$ cat config.mk
export PLATFORM = sky130hd
export DESIGN_NAME = pale_cell
export DESIGN_NICKNAME = d
export VERILOG_FILES = /design/src/rtl/core/positional_array_list_engine_defines.svh /design/src/rtl/core/pale_pkg.sv /design/src/rtl/core/pale_cell.sv
export SDC_FILE = /design/constraint.sdc
export NUM_CORES = 1
export LEC_CHECK = 0
export ABC_AREA = 1
export BUFFER_PORTS_ARGS = -buffer_cell sky130_fd_sc_hd__buf_2
export CAP_MARGIN = 10
export CELL_PAD_IN_SITES_DETAIL_PLACEMENT = 1
export CELL_PAD_IN_SITES_GLOBAL_PLACEMENT = 2
export CORE_MARGIN = 10
export CORE_UTILIZATION = 23
export DETAILED_ROUTE_END_ITERATION = 16
export PLACE_DENSITY = 0.81
export SYNTH_ARGS = -nofsm -noshare
export SYNTH_HDL_FRONTEND = slang
export SYNTH_SLANG_ARGS = --single-unit
export TNS_END_PERCENT = 50
$ cat constraint.sdc
create_clock -name clock -period 3.5 [get_ports clock]
set_input_delay 0.35 -clock clock [delete_from_list [all_inputs] [get_ports clock]]
set_output_delay 0.35 -clock clock [all_outputs]
set_load 0.005 [all_outputs]
$ cat src/rtl/core/positional_array_list_engine_defines.svh
// Assertion macros for the positional array list engine RTL, used by pale_ctrl.
`ifndef POSITIONAL_ARRAY_LIST_ENGINE_DEFINES_SVH
`define POSITIONAL_ARRAY_LIST_ENGINE_DEFINES_SVH

`ifndef SYNTHESIS
// Same-cycle implication, checked at every rising clock edge outside reset.
`define PALE_ASSERT_IMPL(label, clk, rst, ante, cons) \
   label: assert property (@(posedge clk) disable iff (rst) (ante) |-> (cons)) \
      else $error("assertion failed");
// Next-cycle implication, checked at every rising clock edge outside reset.
`define PALE_ASSERT_NEXT(label, clk, rst, ante, cons) \
   label: assert property (@(posedge clk) disable iff (rst) (ante) |=> (cons)) \
      else $error("assertion failed");
`else
`define PALE_ASSERT_IMPL(label, clk, rst, ante, cons)
`define PALE_ASSERT_NEXT(label, clk, rst, ante, cons)
`endif

`endif

$ cat src/rtl/core/pale_pkg.sv
// Shared types, codes and constants of the positional array list engine.
`timescale 1ns / 1ps

package pale_pkg;

   localparam int CAPACITY_DEF = 128;
   localparam int GROUP_SIZE   = 16;

   localparam int MODE_W    = 3;
   localparam int POS_W     = 8;
   localparam int VAL_W     = 32;
   localparam int ST_W      = 2;
   localparam int CNT_OUT_W = 8;

   localparam logic [MODE_W-1:0] MODE_CLEAR     = 3'd0;
   localparam logic [MODE_W-1:0] MODE_READ      = 3'd1;
   localparam logic [MODE_W-1:0] MODE_INSERT    = 3'd2;
   localparam logic [MODE_W-1:0] MODE_OVERWRITE = 3'd3;
   localparam logic [MODE_W-1:0] MODE_DELETE    = 3'd4;

   localparam logic [ST_W-1:0] ST_OK    = 2'd0;
   localparam logic [ST_W-1:0] ST_FULL  = 2'd1;
   localparam logic [ST_W-1:0] ST_RANGE = 2'd2;
   localparam logic [ST_W-1:0] ST_EMPTY = 2'd3;

   typedef struct packed {
      logic [MODE_W-1:0]       mode;
      logic [POS_W-1:0]        position;
      logic signed [VAL_W-1:0] value;
   } req_type;

   typedef struct packed {
      logic [ST_W-1:0]         status;
      logic signed [VAL_W-1:0] data;
      logic [CNT_OUT_W-1:0]    count;
   } rsp_type;

   // Command broadcast to every cell of the row.
   typedef struct packed {
      logic                    shift_up;
      logic                    shift_down;
      logic                    write_value;
      logic                    read;
      logic [POS_W-1:0]        position;
      logic signed [VAL_W-1:0] value;
   } cmd_type;

   typedef enum logic [1:0] {
      S_IDLE,
      S_FOLD,
      S_DRAIN
   } state_type;

endpackage

$ cat src/rtl/core/pale_cell.sv
// One list entry of the cell row, with its shift, write and read-back logic.
`timescale 1ns / 1ps

module pale_cell import pale_pkg::*; #(
   parameter int INDEX = 0
) (
   input  logic                    clock,
   input  cmd_type                 cmd,
   input  logic signed [VAL_W-1:0] left_value,
   input  logic signed [VAL_W-1:0] right_value,
   output logic signed [VAL_W-1:0] entry,
   output logic signed [VAL_W-1:0] read_value
);

   logic signed [VAL_W-1:0] entry_ff;
   logic signed [VAL_W-1:0] entry_in;
   logic signed [VAL_W-1:0] rd_ff;
   logic signed [VAL_W-1:0] rd_in;
   logic                    at_pos;
   logic                    above_pos;

   assign at_pos    = (int'(cmd.position) == INDEX);
   assign above_pos = (int'(cmd.position) < INDEX);

   always_comb begin
      priority if (cmd.shift_up && above_pos) begin
         entry_in = left_value;
      end else if (cmd.write_value && at_pos) begin
         entry_in = cmd.value;
      end else if (cmd.shift_down && (at_pos || above_pos)) begin
         entry_in = right_value;
      end else begin
         entry_in = entry_ff;
      end
   end

   // Only the addressed cell drives its entry; all others give zero to the fold.
   assign rd_in = (cmd.read && at_pos) ? entry_ff : '0;

   always_ff @(posedge clock) begin
      entry_ff <= entry_in;
      rd_ff    <= rd_in;
   end

   assign entry      = entry_ff;
   assign read_value = rd_ff;

endmodule

==> reports/metrics.cfg, run 1 <==
[status]
status = completed

[timing]
layout_worst_path_cycle_share = 0.491
timing.final.crit_period_ns = 1.72
finalHoldViolations = 0
worst_clock_skew_ns = 0.00754
final-max-slew-violation-count = 0
finalHoldWorstSlack_ns = 0.271
grt_setup_unrepaired = false
timing.slew.headroom = 0.446
fin_setup_tns_ns = 0
setup_viol = 0
fin_ws_ns = 1.78
fmax_mhz = 582
tightestPinTransition_ns = 0.831

[floorplan]
number_of_top_level_pins = 173
start_util = 0.239
core_area_um2 = 9860
design.die.area_um2 = 14700
die-width_um = 121
die_h_um = 121
count_of_standard_cell_rows = 36

[synthesis]
synth.top_cell.area_share = 0.407
ys_dominant_reg_cell = sky130_fd_sc_hd__edfxtp_1
synth-seq-area-share = 0.679
synth_fp_nets = 356
asyncSetResetFlopFracSynth = 0
synth_seq_cells = 64
synth.top_cells.by_count = 66 x sky130_fd_sc_hd__nand2_1, 36 x sky130_fd_sc_hd__nor2_1
avgSynthCellArea_um2 = 9.55
ys.warnings.count = 0
synth.cell_area_um2 = 2360
synth_edf_count = 32
post-synth-top-area-cell = sky130_fd_sc_hd__edfxtp_1
most_repeated_cell_in_the_gate_level_netlist_after_synthesis = sky130_fd_sc_hd__nand2_1
mapped_cells = 247
synth.area.top_cells = sky130_fd_sc_hd__edfxtp_1 41%, sky130_fd_sc_hd__dfxtp_1 27%, sky130_fd_sc_hd__nand2_1 10%
synth.lib_cells_used.distinct = 12

[clock_network]
cts.sink_count = 64
cts_max_path_buffers = 2
cts.root.buffer_cell = sky130_fd_sc_hd__clkbuf_8
postCtsSetupBuffers = 0
cts.hold.buffers_added = 0
clk_transition_reported_paths_ns = 0.08
post_cts_resized = 0
cts_htree_levels = 3
clk-insertion-delay-late_ns = 0.34
cts_inserted_buffers = 9
tritoncts = yes

[drt]
route.detailed.vias_per_inst = 4.05
via_count = 2128
drt_first_pass_iters = 4
route.detailed.drc = 0
drtIter0Drc = 82
drt-total-wl_mm = 8.14
detail_route.wl_per_cell_um = 15.5
ant_nets = 0

[power]
irDropWorstVdd_mv = 0.191
pwr_dens_nw_per_um2 = 447
power_leakage_uw = 0.00178

[cells_and_area]
finalNetCount = 495
fin_util = 0.343
final_layout_size_suffix_gt1_frac = 0.412
layout-area-overhead-vs-synth_pct = 43.3

[place]
detailed_placer_s_ending_hpwl_mm = 6.13
numPortBuffers = 139
place_ws_ns = 1.38
routabilityCongestion = 0.718

[global_routing]
gr-total-overflow = 0
first_global_vias = 2340
initial_antenna_violation_count = 1
globalRouteTotalUtil = 0.108
grt_first_pass_wirelength_mm = 12.6
pin_count_of_the_biggest_net_entering_global_routing = 33

[min_path]
min_path_type = input port to flop

[setup_path]
worstSetupStartpointType = input port
worst_ep_required_time_ns = 3.46
worstSetupPathType = input port to flop
worstPathArrival_ns = 1.68
path_max_fanout = 32
critical_path.endpoint_type = flop

[flow_run]
timing.max_cap.violations = 0

==> placed cells by master (no fill, tap or decap), drive strengths merged <==
cell type / synthesis / layout
buf: 10 / 141
bufinv: 0 / 1
clkbuf: 3 / 10
clkinv: 0 / 2
clkinvlp: 0 / 2
dfxtp: 32 / 32
diode: 0 / 1
edfxtp: 32 / 32
inv: 32 / 33
nand2: 68 / 68
nand3: 32 / 32
nor2: 37 / 37
o21a: 1 / 1
==> where the power goes <==
group	internal, uW	switching [uW]	leakage (uW)
clock	351	302	0.0000989
combinational	38.9	32.3	0.00113
sequential	786	0.566	0.000545
==> worst max-delay path, cell delays in order <==
cell                      delay, ns
sky130_fd_sc_hd__buf_2         0.09
sky130_fd_sc_hd__nor2_1        0.09
sky130_fd_sc_hd__nand2_1       0.09
sky130_fd_sc_hd__nor2_4        0.29
sky130_fd_sc_hd__o21a_2        0.75
==> flip-flops by register name (all words and copies together) (netlist names) <==
| register | cells |
|---|---|
| read_value | 32 |
| entry | 32 |
==> layer usage <==
layer,wire (um),up-vias,track usage
met5,0,-,0
met1,3460,990,0.122
li1,-,1044,-
met2,3870,84,0.176
met4,133,0,0.0492
met3,668,10,0.0442
==> stage by stage <==
stage / cell area (um^2) / cells / total power [uW]
CTS: 3380 / 524 / 1540
global route: 3380 / 525 / 1580
detailed placement: 3170 / 508 / 876
finish: 3380 / 525 / 1510
global placement: 3170 / 508 / 874
floorplan: 2360 / 247 / 827
==> cells by family (layout without fill, tap and decap cells) <==
kind of cell / Yosys count / in the layout / share of synthesized area
simple gates: 137 / 137 / 0.240
compound gates: 1 / 1 / 0.00318
other cells: 0 / 1 / 0
flops: 64 / 64 / 0.679
buf+inv: 45 / 189 / 0.0779
==> area by class of cell <==
cell class                      count  area, um^2
Antenna cell                        1        2.50
Multi-Input combinational cell    138         576
Inverter                           32         120
Tap cell                          133         166
Clock buffer                       10         138
Clock inverter                      6        67.6
Timing Repair Buffer              141         711
Sequential cell                    64        1600
Fill cell                        1226        6480
==> worst paths after layout <==
kind | startpoint | slack [ns] | end | depth (start not counted)
max | cmd[33] | 1.78 | entry[11] | 5
min | right_value[4] | 0.27 | entry[4] | 3
max reg2reg | entry[31] | 2.85 | read_value[31] | 2
min reg2reg | entry[6] | 0.49 | read_value[6] | 2
(Power assumes the default switching activity.)
==> inputs of run 2 (changes only) <==
Settings changed: CORE_UTILIZATION 23 to 21, PLACE_DENSITY 0.81 to 0.75.
Clock period 3.5 ns to 1.6 ns, I/O delays scaled along.
==> run 2 against run 1 <==
Effect of this change: worst setup slack got worse by 1.2 ns; sequential power is 120% higher; first-iteration DRC count down 22%; sequential share of layout area fell by 3.4 points; hold slack worse by 0.17 ns; core utilization down 0.98 points; register-to-register slack lost 1.9 ns; highest routed layer unchanged; die area increased by 7.9%.
==> reports/metrics.cfg, run 2 (synthesis results as in run 1) <==
[status]
status = completed

[global_routing]
gr-total-overflow = 0
first_global_vias = 2376
pin_count_of_the_biggest_net_entering_global_routing = 33
globalRouteTotalUtil = 0.103
grt_first_pass_wirelength_mm = 13.0
initial_antenna_violation_count = 0

[power]
irDropWorstVdd_mv = 0.592
p_total_uw = 4290
pwr_dens_nw_per_um2 = 1180
power_leakage_uw = 0.00191

[floorplan]
start_util = 0.216
design.die.area_um2 = 15900
die-width_um = 126
die_h_um = 126
count_of_standard_cell_rows = 38
number_of_top_level_pins = 173
core_area_um2 = 10900

[drt]
drt_first_pass_iters = 4
detail_route.wl_per_cell_um = 15.1
ant_nets = 0
via_count = 2123
route.detailed.drc = 0
drt-total-wl_mm = 8.13
route.detailed.vias_per_inst = 3.95
drtIter0Drc = 64

[clock_network]
tritoncts = yes
post_cts_resized = 0
cts.sink_count = 64
clk-insertion-delay-late_ns = 0.32
cts_max_path_buffers = 2
cts_htree_levels = 3
cts_inserted_buffers = 9
cts.hold.buffers_added = 0
postCtsSetupBuffers = 0
clk_transition_reported_paths_ns = 0.05
cts.root.buffer_cell = sky130_fd_sc_hd__clkbuf_16

[timing]
timing.final.crit_period_ns = 1.04
setup_viol = 0
timing.slew.headroom = 0.756
fin_setup_tns_ns = 0
layout_worst_path_cycle_share = 0.652
finalHoldViolations = 0
worst_clock_skew_ns = 0.00346
final-max-slew-violation-count = 0
grt_setup_unrepaired = false
tightestPinTransition_ns = 0.366
fmax_mhz = 958

[min_path]
hold-path-cell-count = 3
worstHoldStart = right_value[9]
min_to = entry[9]
min_path_type = input port to flop

[setup_path]
cp_slowest_stage_delay_ns = 0.40
worstReg2RegEnd = read_value[19]
cpLargestDelayFamily = flip-flops
cp.buffers_inverters = 1
worst_ep_required_time_ns = 1.44
path_max_fanout = 2
worstSetupStartpointType = flop
timing.reg2reg.setup_slack_ns = 0.97
crit_chain = buf_2
r2r-start = entry[19]
critical_path.endpoint_type = output pin
worst-r2r-cell-count = 2
worstPathArrival_ns = 0.88
worstSetupStartpoint = entry[7]
worstSetupPathType = flop to output pin
critical_path.slowest_cell = sky130_fd_sc_hd__edfxtp_1

[place]
numPortBuffers = 139
routabilityCongestion = 0.693
detailed_placer_s_ending_hpwl_mm = 6.51
placed_cells_incl_taps = 522

[cells_and_area]
layout_common_cells = 139 x sky130_fd_sc_hd__buf_2, 66 x sky130_fd_sc_hd__nand2_1, 36 x sky130_fd_sc_hd__nor2_1
diodes = 0
layout_commonest_cell = sky130_fd_sc_hd__buf_2
layout-area-overhead-vs-synth_pct = 54.3
layoutNonFillerInstCount = 538
finalNetCount = 502
final_layout_size_suffix_gt1_frac = 0.422

[flow_run]
timing.max_cap.violations = 0

-- run 2: cell type report --
| type | count | area, um^2 |
|---|---|---|
| clock buffers | 10 | 239 |
| clock inverters | 6 | 130 |
| fillers | 1325 | 7290 |
| inverters | 32 | 120 |
| multi-input cells | 138 | 576 |
| flip-flops and latches | 64 | 1600 |
| well taps | 140 | 175 |
| repair buffers | 148 | 801 |
-- run 2: worst register-to-register path, delay by kind of cell, from the launching register on --
family | cells | cell delay (ns)
flip-flops | 1 | 0.41
AND/OR/NAND/NOR | 1 | 0.04
buffers and inverters | 1 | 0.07
-- run 2: metrics by stage --
stage | utilization | area [um^2] | hold slack, ns | worst slack, ns
after floorplan | - | 2360 | 0.318 | 0.00336
after global placement | 0.299 | 3270 | 0.427 | 0.263
after detailed placement | 0.299 | 3270 | 0.431 | 0.241
after CTS | 0.333 | 3640 | 0.0882 | 0.538
after global routing | 0.333 | 3640 | 0.0959 | 0.466
final | 0.333 | 3640 | 0.102 | 0.556
-- run 2: layer usage --
metal	global-route usage	wire (um)	vias up	share of wire
met5	0	0	-	0
met4	0.0442	116	0	0.014
met2	0.192	4390	68	0.54
li1	-	-	1058	-
met3	0.0424	607	7	0.075
met1	0.0981	3010	990	0.37
-- run 2: power by group --
group,switching (uW),total [uW],internal [uW]
clock network,690,2410,1720
logic,70.2,158,87.8
registers,1.32,1730,1720
total,762,4290,3530
-- run 2: worst max path at each step --
stage	end	cells after the start
after floorplan	entry[0]	5
after global placement	entry[10]	8
after detailed placement	entry[10]	8
after CTS	entry[7]	1
after global routing	entry[10]	8
final	entry[7]	1
