`config.mk`:
```
export PLATFORM = sky130hd
export DESIGN_NAME = pale_ctrl
export DESIGN_NICKNAME = d
export VERILOG_FILES = /design/src/rtl/core/pale_pkg.sv /design/src/rtl/core/pale_ctrl.sv
export VERILOG_INCLUDE_DIRS = /design/src /design/src/rtl/core
export SDC_FILE = /design/constraint.sdc
export NUM_CORES = 1
export LEC_CHECK = 0
export BUFFER_PORTS_ARGS = -buffer_cell sky130_fd_sc_hd__buf_2
export CORE_UTILIZATION = 47
export CTS_CLUSTER_DIAMETER = 200
export DETAILED_ROUTE_END_ITERATION = 6
export HOLD_SLACK_MARGIN = 0.08
export PLACE_DENSITY = 0.86
export SLEW_MARGIN = 20
export SYNTH_ARGS = -nofsm -noshare
export SYNTH_HDL_FRONTEND = slang
export SYNTH_SLANG_ARGS = --single-unit
```
`constraint.sdc`:
```
create_clock -name clock -period 5.55 [get_ports clock]
set_clock_uncertainty 0.15 [all_clocks]
set_input_delay 0.2775 -clock clock [delete_from_list [all_inputs] [get_ports clock]]
set_output_delay 0.2775 -clock clock [all_outputs]
set_load 0.02 [all_outputs]
```
`src/rtl/core/positional_array_list_engine_defines.svh`:
```
// Assertion macros for the positional array list engine RTL, used by pale_ctrl.
`ifndef POSITIONAL_ARRAY_LIST_ENGINE_DEFINES_SVH
`define POSITIONAL_ARRAY_LIST_ENGINE_DEFINES_SVH

`ifndef SYNTHESIS
// Same-cycle implication, checked at every rising clock edge outside reset.
`define PALE_ASSERT_IMPL(label, clk, rst, ante, cons) \
   label: assert property (@(posedge clk) disable iff (rst) (ante) |-> (cons)) \
      else $error("assertion failed");
// Next-cycle implication, checked at every rising clock edge outside reset.
`define PALE_ASSERT_NEXT(label, clk, rst, ante, cons) \
   label: assert property (@(posedge clk) disable iff (rst) (ante) |=> (cons)) \
      else $error("assertion failed");
`else
`define PALE_ASSERT_IMPL(label, clk, rst, ante, cons)
`define PALE_ASSERT_NEXT(label, clk, rst, ante, cons)
`endif

`endif

```
`src/rtl/core/pale_pkg.sv`:
```
// Shared types, codes and constants of the positional array list engine.
`timescale 1ns / 1ps

package pale_pkg;

   localparam int CAPACITY_DEF = 128;
   localparam int GROUP_SIZE   = 16;

   localparam int MODE_W    = 3;
   localparam int POS_W     = 8;
   localparam int VAL_W     = 32;
   localparam int ST_W      = 2;
   localparam int CNT_OUT_W = 8;

   localparam logic [MODE_W-1:0] MODE_CLEAR     = 3'd0;
   localparam logic [MODE_W-1:0] MODE_READ      = 3'd1;
   localparam logic [MODE_W-1:0] MODE_INSERT    = 3'd2;
   localparam logic [MODE_W-1:0] MODE_OVERWRITE = 3'd3;
   localparam logic [MODE_W-1:0] MODE_DELETE    = 3'd4;

   localparam logic [ST_W-1:0] ST_OK    = 2'd0;
   localparam logic [ST_W-1:0] ST_FULL  = 2'd1;
   localparam logic [ST_W-1:0] ST_RANGE = 2'd2;
   localparam logic [ST_W-1:0] ST_EMPTY = 2'd3;

   typedef struct packed {
      logic [MODE_W-1:0]       mode;
      logic [POS_W-1:0]        position;
      logic signed [VAL_W-1:0] value;
   } req_type;

   typedef struct packed {
      logic [ST_W-1:0]         status;
      logic signed [VAL_W-1:0] data;
      logic [CNT_OUT_W-1:0]    count;
   } rsp_type;

   // Command broadcast to every cell of the row.
   typedef struct packed {
      logic                    shift_up;
      logic                    shift_down;
      logic                    write_value;
      logic                    read;
      logic [POS_W-1:0]        position;
      logic signed [VAL_W-1:0] value;
   } cmd_type;

   typedef enum logic [1:0] {
      S_IDLE,
      S_FOLD,
      S_DRAIN
   } state_type;

endpackage

```
`src/rtl/core/pale_ctrl.sv`:
```
// Request decode, fill count, sequencing and response register of the list engine.
`timescale 1ns / 1ps
`include "positional_array_list_engine_defines.svh"

module pale_ctrl import pale_pkg::*; #(
   parameter int CAPACITY = CAPACITY_DEF
) (
   input  logic                    clock,
   input  logic                    reset,
   input  logic                    req_valid,
   output logic                    req_ready,
   input  req_type                 req,
   output logic                    rsp_valid,
   input  logic                    rsp_ready,
   output rsp_type                 rsp,
   output cmd_type                 cmd,
   output logic                    fold_en,
   input  logic signed [VAL_W-1:0] fold_data
);

   localparam int CNT_W = $clog2(CAPACITY + 1);
   localparam int CMP_W = (CNT_W > POS_W) ? CNT_W : POS_W;

   state_type        state_ff;
   state_type        state_in;
   logic [CNT_W-1:0] count_ff;
   logic [CNT_W-1:0] count_in;
   logic [CNT_W-1:0] count_c;
   logic [ST_W-1:0]  stat_ff;
   logic [ST_W-1:0]  stat_in;
   logic [ST_W-1:0]  status_c;
   logic             rsp_valid_ff;
   logic             rsp_valid_in;
   rsp_type          rsp_ff;
   rsp_type          rsp_in;
   cmd_type          cmd_c;
   logic             accept;
   logic             rsp_load;
   logic             list_empty;
   logic             list_full;
   logic [CMP_W-1:0] pos_ext;
   logic [CMP_W-1:0] cnt_ext;

   assign list_empty = (count_ff == '0);
   assign list_full  = (count_ff == CNT_W'(CAPACITY));
   assign pos_ext    = CMP_W'(req.position);
   assign cnt_ext    = CMP_W'(count_ff);

   // Decode of the request against the current fill count.
   always_comb begin
      status_c          = ST_OK;
      count_c           = count_ff;
      cmd_c             = '0;
      cmd_c.position    = req.position;
      cmd_c.value       = req.value;
      unique case (req.mode)
         MODE_CLEAR: begin
            count_c = '0;
         end
         MODE_READ: begin
            if (list_empty) begin
               status_c = ST_EMPTY;
            end else if (pos_ext >= cnt_ext) begin
               status_c = ST_RANGE;
            end else begin
               cmd_c.read = 1'b1;
            end
         end
         MODE_INSERT: begin
            if (list_full) begin
               status_c = ST_FULL;
            end else if (pos_ext > cnt_ext) begin
               status_c = ST_RANGE;
            end else begin
               cmd_c.shift_up    = 1'b1;
               cmd_c.write_value = 1'b1;
               count_c           = count_ff + CNT_W'(1);
            end
         end
         MODE_OVERWRITE: begin
            if (list_empty) begin
               status_c = ST_EMPTY;
            end else if (pos_ext >= cnt_ext) begin
               status_c = ST_RANGE;
            end else begin
               cmd_c.write_value = 1'b1;
            end
         end
         MODE_DELETE: begin
            if (list_empty) begin
               status_c = ST_EMPTY;
            end else if (pos_ext >= cnt_ext) begin
               status_c = ST_RANGE;
            end else begin
               cmd_c.shift_down = 1'b1;
               count_c          = count_ff - CNT_W'(1);
            end
         end
         default: begin
         end
      endcase
   end

   // Sequencer: accept, fold the read-back groups, then hand over the response.
   always_comb begin
      state_in  = state_ff;
      req_ready = 1'b0;
      fold_en   = 1'b0;
      rsp_load  = 1'b0;
      unique case (state_ff)
         S_IDLE: begin
            req_ready = 1'b1;
            if (req_valid) begin
               state_in = S_FOLD;
            end
         end
         S_FOLD: begin
            fold_en  = 1'b1;
            state_in = S_DRAIN;
         end
         S_DRAIN: begin
            if (!rsp_valid_ff || rsp_ready) begin
               rsp_load = 1'b1;
               state_in = S_IDLE;
            end
         end
         default: begin
            state_in = S_IDLE;
         end
      endcase
   end

   assign accept = req_valid && req_ready;

   always_comb begin
      cmd = cmd_c;
      if (!accept) begin
         cmd.shift_up    = 1'b0;
         cmd.shift_down  = 1'b0;
         cmd.write_value = 1'b0;
         cmd.read        = 1'b0;
      end
   end

   assign count_in = accept ? count_c : count_ff;
   assign stat_in  = accept ? status_c : stat_ff;

   always_comb begin
      rsp_in        = rsp_ff;
      rsp_valid_in  = rsp_valid_ff;
      if (rsp_load) begin
         rsp_in.status = stat_ff;
         rsp_in.data   = fold_data;
         rsp_in.count  = CNT_OUT_W'(count_ff);
         rsp_valid_in  = 1'b1;
      end else if (rsp_ready) begin
         rsp_valid_in = 1'b0;
      end
   end

   always_ff @(posedge clock) begin
      if (reset) begin
         state_ff     <= S_IDLE;
         count_ff     <= '0;
         rsp_valid_ff <= 1'b0;
      end else begin
         state_ff     <= state_in;
         count_ff     <= count_in;
         rsp_valid_ff <= rsp_valid_in;
      end
   end

   always_ff @(posedge clock) begin
      stat_ff <= stat_in;
      rsp_ff  <= rsp_in;
   end

   assign rsp_valid = rsp_valid_ff;
   assign rsp       = rsp_ff;

   `PALE_ASSERT_IMPL(a_count_bound, clock, reset, 1'b1, count_ff <= CNT_W'(CAPACITY))
   `PALE_ASSERT_IMPL(a_full_only_at_capacity, clock, reset, accept && (status_c == ST_FULL), list_full)
   `PALE_ASSERT_NEXT(a_insert_grows, clock, reset, cmd.shift_up, count_ff == $past(count_ff) + CNT_W'(1))
   `PALE_ASSERT_IMPL(a_rsp_from_drain, clock, reset, $rose(rsp_valid_ff), $past(state_ff) == S_DRAIN)

endmodule

```
==> flow_metrics.tcl, run 1 <==
set metrics [dict create \
    worstRegToRegCells 8 \
    fin_crit_ns 3.36 \
    die_h_um 78.7 \
    initial_core_util 0.496 \
    holdPathEnd "state_ff[1]" \
    hp-start "reset" \
    status "completed" \
    power_frac_comb 0.142 \
    synth_area_per_cell_um2 11.9 \
    avgRoutedWirePerCell_um 20.2 \
    worstSetupEndpointType "output port" \
    ys_types 42 \
    p_switching_uw 208 \
    synth-seq-cells 55 \
    yosysSeqAreaShare 0.557 \
    coreArea_um2 5570 \
    syn_inst 233 \
    start_kind "flip-flop" \
    antenna_found_initial 0 \
    ant_nets 0 \
    grt_pass1_wl_um 11500 \
    synth_ff_type "edfxtp_1" \
    viasPerCell 5.79 \
    gr-total-overflow 0 \
    dpl.hpwl_um 4840 \
    post_cts_buffers 0 \
    num_vias 2352 \
    p_leak_nw 1.44 \
    area_growth_pct 26.4 \
    dp_cells 365 \
    max-clock-path-buffers 2 \
    fill_cells 367 \
    fp-row-count 27 \
    cts_htree_levels 2 \
    gp_congestion 0.959 \
    fmax_mhz 298 \
    p_sw_frac 0.258 \
    r2r_end "cnt_ext[5]" \
    clock_power_share 0.288 \
    dieWidth_um 78.7 \
    r2r_slack_ns 2.58 \
    drt-total-wl_um 8200 \
    worstSetupPathType "flip-flop to output port" \
    cts_sinks 55 \
    power.internal_uw 600 \
    critical_path_required_ns 5.12 \
    tightest_slew_ns 0.706 \
    power_frac_seq 0.571 \
    ys.warnings.count 0 \
    groute.usage.overall 0.250 \
    worstHoldPathType "input pin to flip-flop" \
    die_area_um2 6190 \
    cp_max_fo 5 \
    grt_max_degree 43 \
    root_buffer "clkbuf_8" \
    final_nets 427 \
    final_common_cell "buf_2" \
    whs_path_depth 2 \
    peakVddDrop_v 0.000163 \
    clk_pin_slew_ns 0.10 \
    fin_cells 406 \
    drt_drc_violations_left 0 \
    timing.rr.start "cnt_ext[5]" \
    post_cts_resized 0 \
    clock_latency_ns 0.30 \
    io_pins 168 \
    synth_fp_nets 327 \
    first_pass_iters 6 \
    drv_slew 0 \
    synth-edff-count 44 \
    fin_crit_sh 0.605 \
    final_layout_size_suffix_gt1_frac 0.365 \
    synthArstFlopShare 0 \
    mappedNetlistArea_um2 2770 \
    tns_ns 0 \
    layout_common_cells "103 x buf_2, 44 x edfxtp_1, 32 x dlygate4sd3_1" \
    relSlewSlack 0.525 \
    grt_pass1_vias 2305 \
    antennaDiodeCount 0 \
    cts_hold_buf 32 \
    numPortBuffers 103 \
    power.density_nw_per_um2 231 \
    arrival_ns 2.93 \
    cts_tree "built" \
    setup_viol_count_final 0 \
    numCtsBuffers 5 \
    rsz0062_at_grt "no" \
    maxCapViolations 0 \
    drt-initial-drc-count 365 \
    hold_viol 0 \
]
## registers in the layout (all words and copies together), names as in the netlist
signal     flops
state_ff       2
stat_ff        2
cnt_ext        8
rsp           42
rsp_valid      1
## per-stage QoR
step	setup WS, ns	power (mW)	util	hold WS [ns]	cell area (µm²)
floorplan	2.56	0.558	-	0.226	2770
global placement	2.97	0.554	0.549	0.253	3060
detailed placement	2.91	0.558	0.549	0.258	3060
CTS	2.65	0.792	0.624	0.129	3480
global route	2.04	0.834	0.627	0.130	3500
finish	2.19	0.808	0.627	0.140	3500
## worst max-delay path, stage by stage, from the launching register on
cell and delay [ns]:
dfxtp_1 0.47, inv_1 0.12, ha_1 0.34, a21oi_1 0.29, o21a_1 0.30, a21oi_1 0.10
nor4_1 0.63, a21o_1 0.20, buf_2 0.18
## power groups by stage
stage | logic [mW] | registers [mW] | clock network (mW)
after floorplan | 0.0775 | 0.481 | 0
after global placement | 0.0843 | 0.469 | 0
after detailed placement | 0.0876 | 0.470 | 0
after CTS | 0.106 | 0.461 | 0.225
after global routing | 0.122 | 0.462 | 0.250
final | 0.114 | 0.461 | 0.232
## synthesized netlist by cell type, drive strengths merged, types with 2 or more instances
cell type  instances  share of area
inv               13          0.018
dfxtp             11          0.080
and4               2         0.0072
ha                14          0.063
xnor2              4          0.013
buf               41           0.11
o21a               2         0.0054
nor2b              2         0.0045
nand3              4         0.0072
o21ai             15          0.027
o2111ai            2         0.0063
edfxtp            44           0.48
clkbuf             2         0.0027
o21ba              2         0.0072
a211oi             3         0.0081
nand2b             5          0.011
xor2               2         0.0063
nor3               5          0.011
a21oi             15          0.027
or4                7          0.019
nand2             11          0.015
nor2               9          0.012
and2               3         0.0077
nor4               3         0.0068
## worst max-delay path by stage
stage | startpoint | endpoint | slack (ns) | cells after the start
4_1_cts | cnt_ext[5] | cmd[41] | 2.65 | 8
6_report | cnt_ext[5] | cmd[41] | 2.19 | 8
3_5_place_dp | req[41] | cnt_ext[7] | 2.91 | 11
3_3_place_gp | req[41] | cnt_ext[7] | 2.97 | 11
5_1_grt | cnt_ext[7] | cmd[41] | 2.04 | 8
2_1_floorplan | rsp_valid | rsp[0] | 2.56 | 2
## layer usage
metal	routed length, µm	track usage	up-vias
met5	0	0	-
met4	515	0.181	0
met3	982	0.0655	66
met2	4200	0.450	236
met1	2510	0.247	1040
li1	-	-	1010
## kinds of logic after synthesis
family,after synthesis,synth area share
buffers and inverters,56,0.133
and+or+nand+nor,55,0.112
DFF,55,0.557
AOI/OAI and AO/OA,46,0.108
adders and majority gates,15,0.0706
xor gates and xnor gates,6,0.0190
## area by class of cell
type	instances	area [µm²]	share of cell area
clock buffers	5	68.8	0.0197
clock inverters	3	27.5	0.00787
flip-flops and latches	55	1540	0.441
well taps	72	90.1	0.0258
repair buffers	136	856	0.245
multi-input cells	122	863	0.247
inverters	13	48.8	0.0140
No activity file was read; power rests on OpenSTA's default activity.
==> inputs of run 2 (changes only) <==
Settings changed: CORE_UTILIZATION 47 to 43, PLACE_DENSITY 0.86 to 0.8.
Clock period 5.55 ns to 3.1 ns, I/O delays scaled along.
==> flow_metrics.tcl, run 2 (synthesis gave the netlist of run 1 again) <==
set metrics [dict create \
    status "completed" \
    setup_viol_count_final 0 \
    cts_tree "built" \
    first_pass_iters 4 \
    whs_ns 0.106 \
    antennaDiodeCount 0 \
    dpl.hpwl_um 4620 \
    post_cts_buffers 0 \
    clock_latency_ns 0.31 \
    max-clock-path-buffers 2 \
    die_area_um2 6760 \
    hold_viol 0 \
    tns_ns 0 \
    finalPower_mw 1.42 \
    cts_htree_levels 2 \
    worstHoldPathType "input pin to flip-flop" \
    rsz0062_at_grt "no" \
    grt_max_degree 43 \
    p_leak_nw 1.44 \
    drt-initial-drc-count 272 \
    largest_reg_flops 42 \
    peakVddDrop_v 0.000261 \
    layout_common_cells "103 x buf_2, 44 x edfxtp_1, 34 x dlygate4sd3_1" \
    critical_path_required_ns 2.79 \
    fin_cells 411 \
    drt_drc_violations_left 0 \
    power.density_nw_per_um2 406 \
    fp-row-count 28 \
    worstSetupEndpointType "output port" \
    root_buffer "clkbuf_8" \
    die_h_um 82.2 \
    start_kind "flip-flop" \
    antenna_found_initial 0 \
    fin_crit_sh 0.930 \
    tightest_slew_ns 0.515 \
    final_nets 429 \
    cp_max_fo 8 \
    dp_cells 369 \
    initial_core_util 0.456 \
    drt-total-wl_um 6830 \
    worst_slack_ns 0.218 \
    grt_pass1_wl_um 9450 \
    maxCapViolations 0 \
    area_growth_pct 26.7 \
    io_pins 168 \
    fin_crit_ns 2.88 \
    avgRoutedWirePerCell_um 16.6 \
    ant_nets 0 \
    final_layout_size_suffix_gt1_frac 0.363 \
    groute.usage.overall 0.193 \
    place_ws_ns 0.428 \
    fmax_mhz 347 \
    arrival_ns 2.58 \
    coreArea_um2 6060 \
    numPortBuffers 103 \
    numCtsBuffers 5 \
    viasPerCell 5.33 \
    r2r_slack_ns 0.35 \
    relSlewSlack 0.653 \
    clk_pin_slew_ns 0.10 \
    gp_congestion 0.923 \
    grt_pass1_vias 2032 \
    gr-total-overflow 0 \
    final_common_cell "buf_2" \
    num_vias 2192 \
    cts_sinks 55 \
    worstSetupPathType "flip-flop to output port" \
    dieWidth_um 82.2 \
    drv_slew 0 \
]
## run 2: cell types whose count changed in the layout (fill, tap and decap cells not counted)
cell	delta
clkinv_2	+1
clkinv_4	-1
dlygate4sd3_1	+2
buf_12	-1
buf_4	+1
## run 2: repair_timing
action,in CTS,in global routing
hold buffers,34,0
hold endpoints to repair,42,0
gates resized for setup,0,0
## run 2: critical path, stage by stage, from the launching register on
cell and delay, ns:
dfxtp_1 0.49, inv_1 0.14, ha_1 0.34, a21oi_1 0.17, o21a_1 0.22, a21oi_1 0.09
nor4_1 0.49, a21o_1 0.18, buf_2 0.17
## run 2: worst paths after layout
path,from,to,cells after the start
worst max-delay path,cnt_ext[7],cmd[41],8
worst min-delay path,req_valid,state_ff[0],3
worst max register to register,cnt_ext[7],cnt_ext[7],8
worst min register to register,stat_ff[0],rsp[40],0
## run 2: report_power, final
part	leakage, nW	total (mW)	internal, mW	switching, mW
Clock	0.0461	0.404	0.164	0.241
Sequential	0.484	0.825	0.818	0.00669
Combinational	0.911	0.194	0.0889	0.105
## run 2: cell type report
class	count	area, µm²
clock buffers	5	68.8
clock inverters	3	23.8
fillers	462	2560
inverters	13	48.8
multi-input cells	122	863
flip-flops and latches	55	1540
well taps	75	93.8
repair buffers	138	863
## run 2: metrics by stage
step,instance area (µm²),util
after floorplan,2770,-
after global placement,3070,0.507
after detailed placement,3070,0.507
after CTS,3500,0.578
after global routing,3500,0.578
final,3500,0.578
## run 2: metal layers
metal  share of wire  wire length [µm]  global-route usage
met4           0.043               291               0.133
met5               0                 0                   0
met3           0.098               672              0.0319
met2            0.52              3580               0.365
met1            0.34              2290               0.190
==> inputs of run 3 (changes only) <==
Settings changed: RECOVER_POWER set to 50.
==> flow_metrics.tcl, run 3 (synthesis gave the netlist of run 1 again) <==
set metrics [dict create \
    area_growth_pct 25.8 \
    dieWidth_um 82.2 \
    final_layout_size_suffix_gt1_frac 0.304 \
    timing.rr.start "cnt_ext[7]" \
    drt-total-wl_um 6850 \
    clk_pin_slew_ns 0.10 \
    initial_core_util 0.456 \
    cp_max_fo 8 \
    numPortBuffers 103 \
    final_nets 429 \
    coreArea_um2 6060 \
    whs_ns 0.103 \
    die_area_um2 6760 \
    io_pins 168 \
    numCtsBuffers 5 \
    drt-initial-drc-count 266 \
    largest_reg_flops 42 \
    fin_crit_sh 0.930 \
    setup_viol_count_final 0 \
    gr-total-overflow 0 \
    fmax_mhz 347 \
    crit_end "cmd[41]" \
    clock_latency_ns 0.31 \
    worstSetupEndpointType "output port" \
    peakVddDrop_v 0.000264 \
    antennaDiodeCount 0 \
    drt_drc_violations_left 0 \
    gp_congestion 0.923 \
    avgRoutedWirePerCell_um 16.7 \
    fin_crit_ns 2.88 \
    dpl.hpwl_um 4620 \
    relSlewSlack 0.653 \
    whs_path_depth 3 \
    grt_max_degree 43 \
    r2r_slack_ns 0.34 \
    root_buffer "clkbuf_8" \
    post_cts_resized 0 \
    tns_ns 0 \
    drv_slew 0 \
    antenna_found_initial 0 \
    grt_pass1_wl_um 9450 \
    layout_common_cells "83 x buf_2, 44 x edfxtp_1, 34 x dlygate4sd3_1" \
    tightest_slew_ns 0.515 \
    num_vias 2166 \
    fp-row-count 28 \
    max-clock-path-buffers 2 \
    worstSetupPathType "flip-flop to output port" \
    ant_nets 0 \
    status "completed" \
    groute.usage.overall 0.193 \
    final_common_cell "buf_2" \
    worstHoldPathType "input pin to flip-flop" \
    worstRegToRegCells 8 \
    cts_htree_levels 2 \
    power.density_nw_per_um2 409 \
    startpoint "cnt_ext[7]" \
    cts_sinks 55 \
    start_kind "flip-flop" \
    critical_path_required_ns 2.79 \
    first_pass_iters 4 \
    viasPerCell 5.27 \
    arrival_ns 2.58 \
    cts_tree "built" \
    hold_viol 0 \
    p_leak_nw 1.39 \
    rsz0062_at_grt "no" \
    maxCapViolations 0 \
    grt_pass1_vias 2032 \
    die_h_um 82.2 \
    r2r_end "cnt_ext[7]" \
]
run 3: cell count changes in the layout (fill, tap and decap cells not counted):
cell	before	now
buf_2	103	83
clkbuf_1	0	20
run 3: worst min path at each step:
stage,startpoint,endpoint,slack [ns]
final,req_valid,state_ff[0],0.10
after global routing,req_valid,state_ff[0],0.14
after CTS,req_valid,state_ff[0],0.1
after detailed placement,req[20],cmd[20],0.16
after global placement,req[20],cmd[20],0.16
after floorplan,fold_data[2],rsp[10],0.10
run 3: layer usage:
metal / part of all wire / track usage / vias up / wire, µm
li1: - / - / 1018 / -
met1: 0.34 / 0.190 / 973 / 2350
met2: 0.51 / 0.365 / 140 / 3520
met3: 0.10 / 0.0319 / 35 / 689
met4: 0.042 / 0.133 / 0 / 288
met5: 0 / 0 / - / 0
run 3: timing repair:
item | CTS | global route
endpoints found under the hold margin | 42 | 0
setup buffers | 0 | 0
hold buffers | 34 | 0
run 3: final cells by class:
cell class                 count  area [µm²]
clock buffer                   5        68.8
clock inverter                 3        23.8
fill                         477        2580
inverter                      13        48.8
multi-input combinational    122         863
sequential                    55        1540
tap                           75        93.8
timing repair buffer         138         838
run 3: critical path, cell delays in order (launching register included):
cell     delay, ns
dfxtp_1       0.48
inv_1         0.14
ha_1          0.34
a21oi_1       0.17
o21a_1        0.22
a21oi_1       0.09
nor4_1        0.49
a21o_1        0.18
buf_2         0.17
run 3: where the power goes:
group	switching [mW]	internal, mW	total (mW)
registers	0.00682	0.818	0.825
logic	0.106	0.0861	0.192
clock network	0.243	0.164	0.406
run 3: metrics by stage:
step                      std cells  instance area [µm²]  power (mW)  worst slack [ns]  utilization
after floorplan                 233                 2770       0.999             0.111            -
after CTS                       411                 3500        1.42             0.318        0.578
after global placement          369                 3070       0.992             0.528        0.507
after detailed placement        369                 3070       0.999             0.428        0.507
final                           411                 3480        1.42             0.218        0.574
after global routing            411                 3480        1.47             0.114        0.574
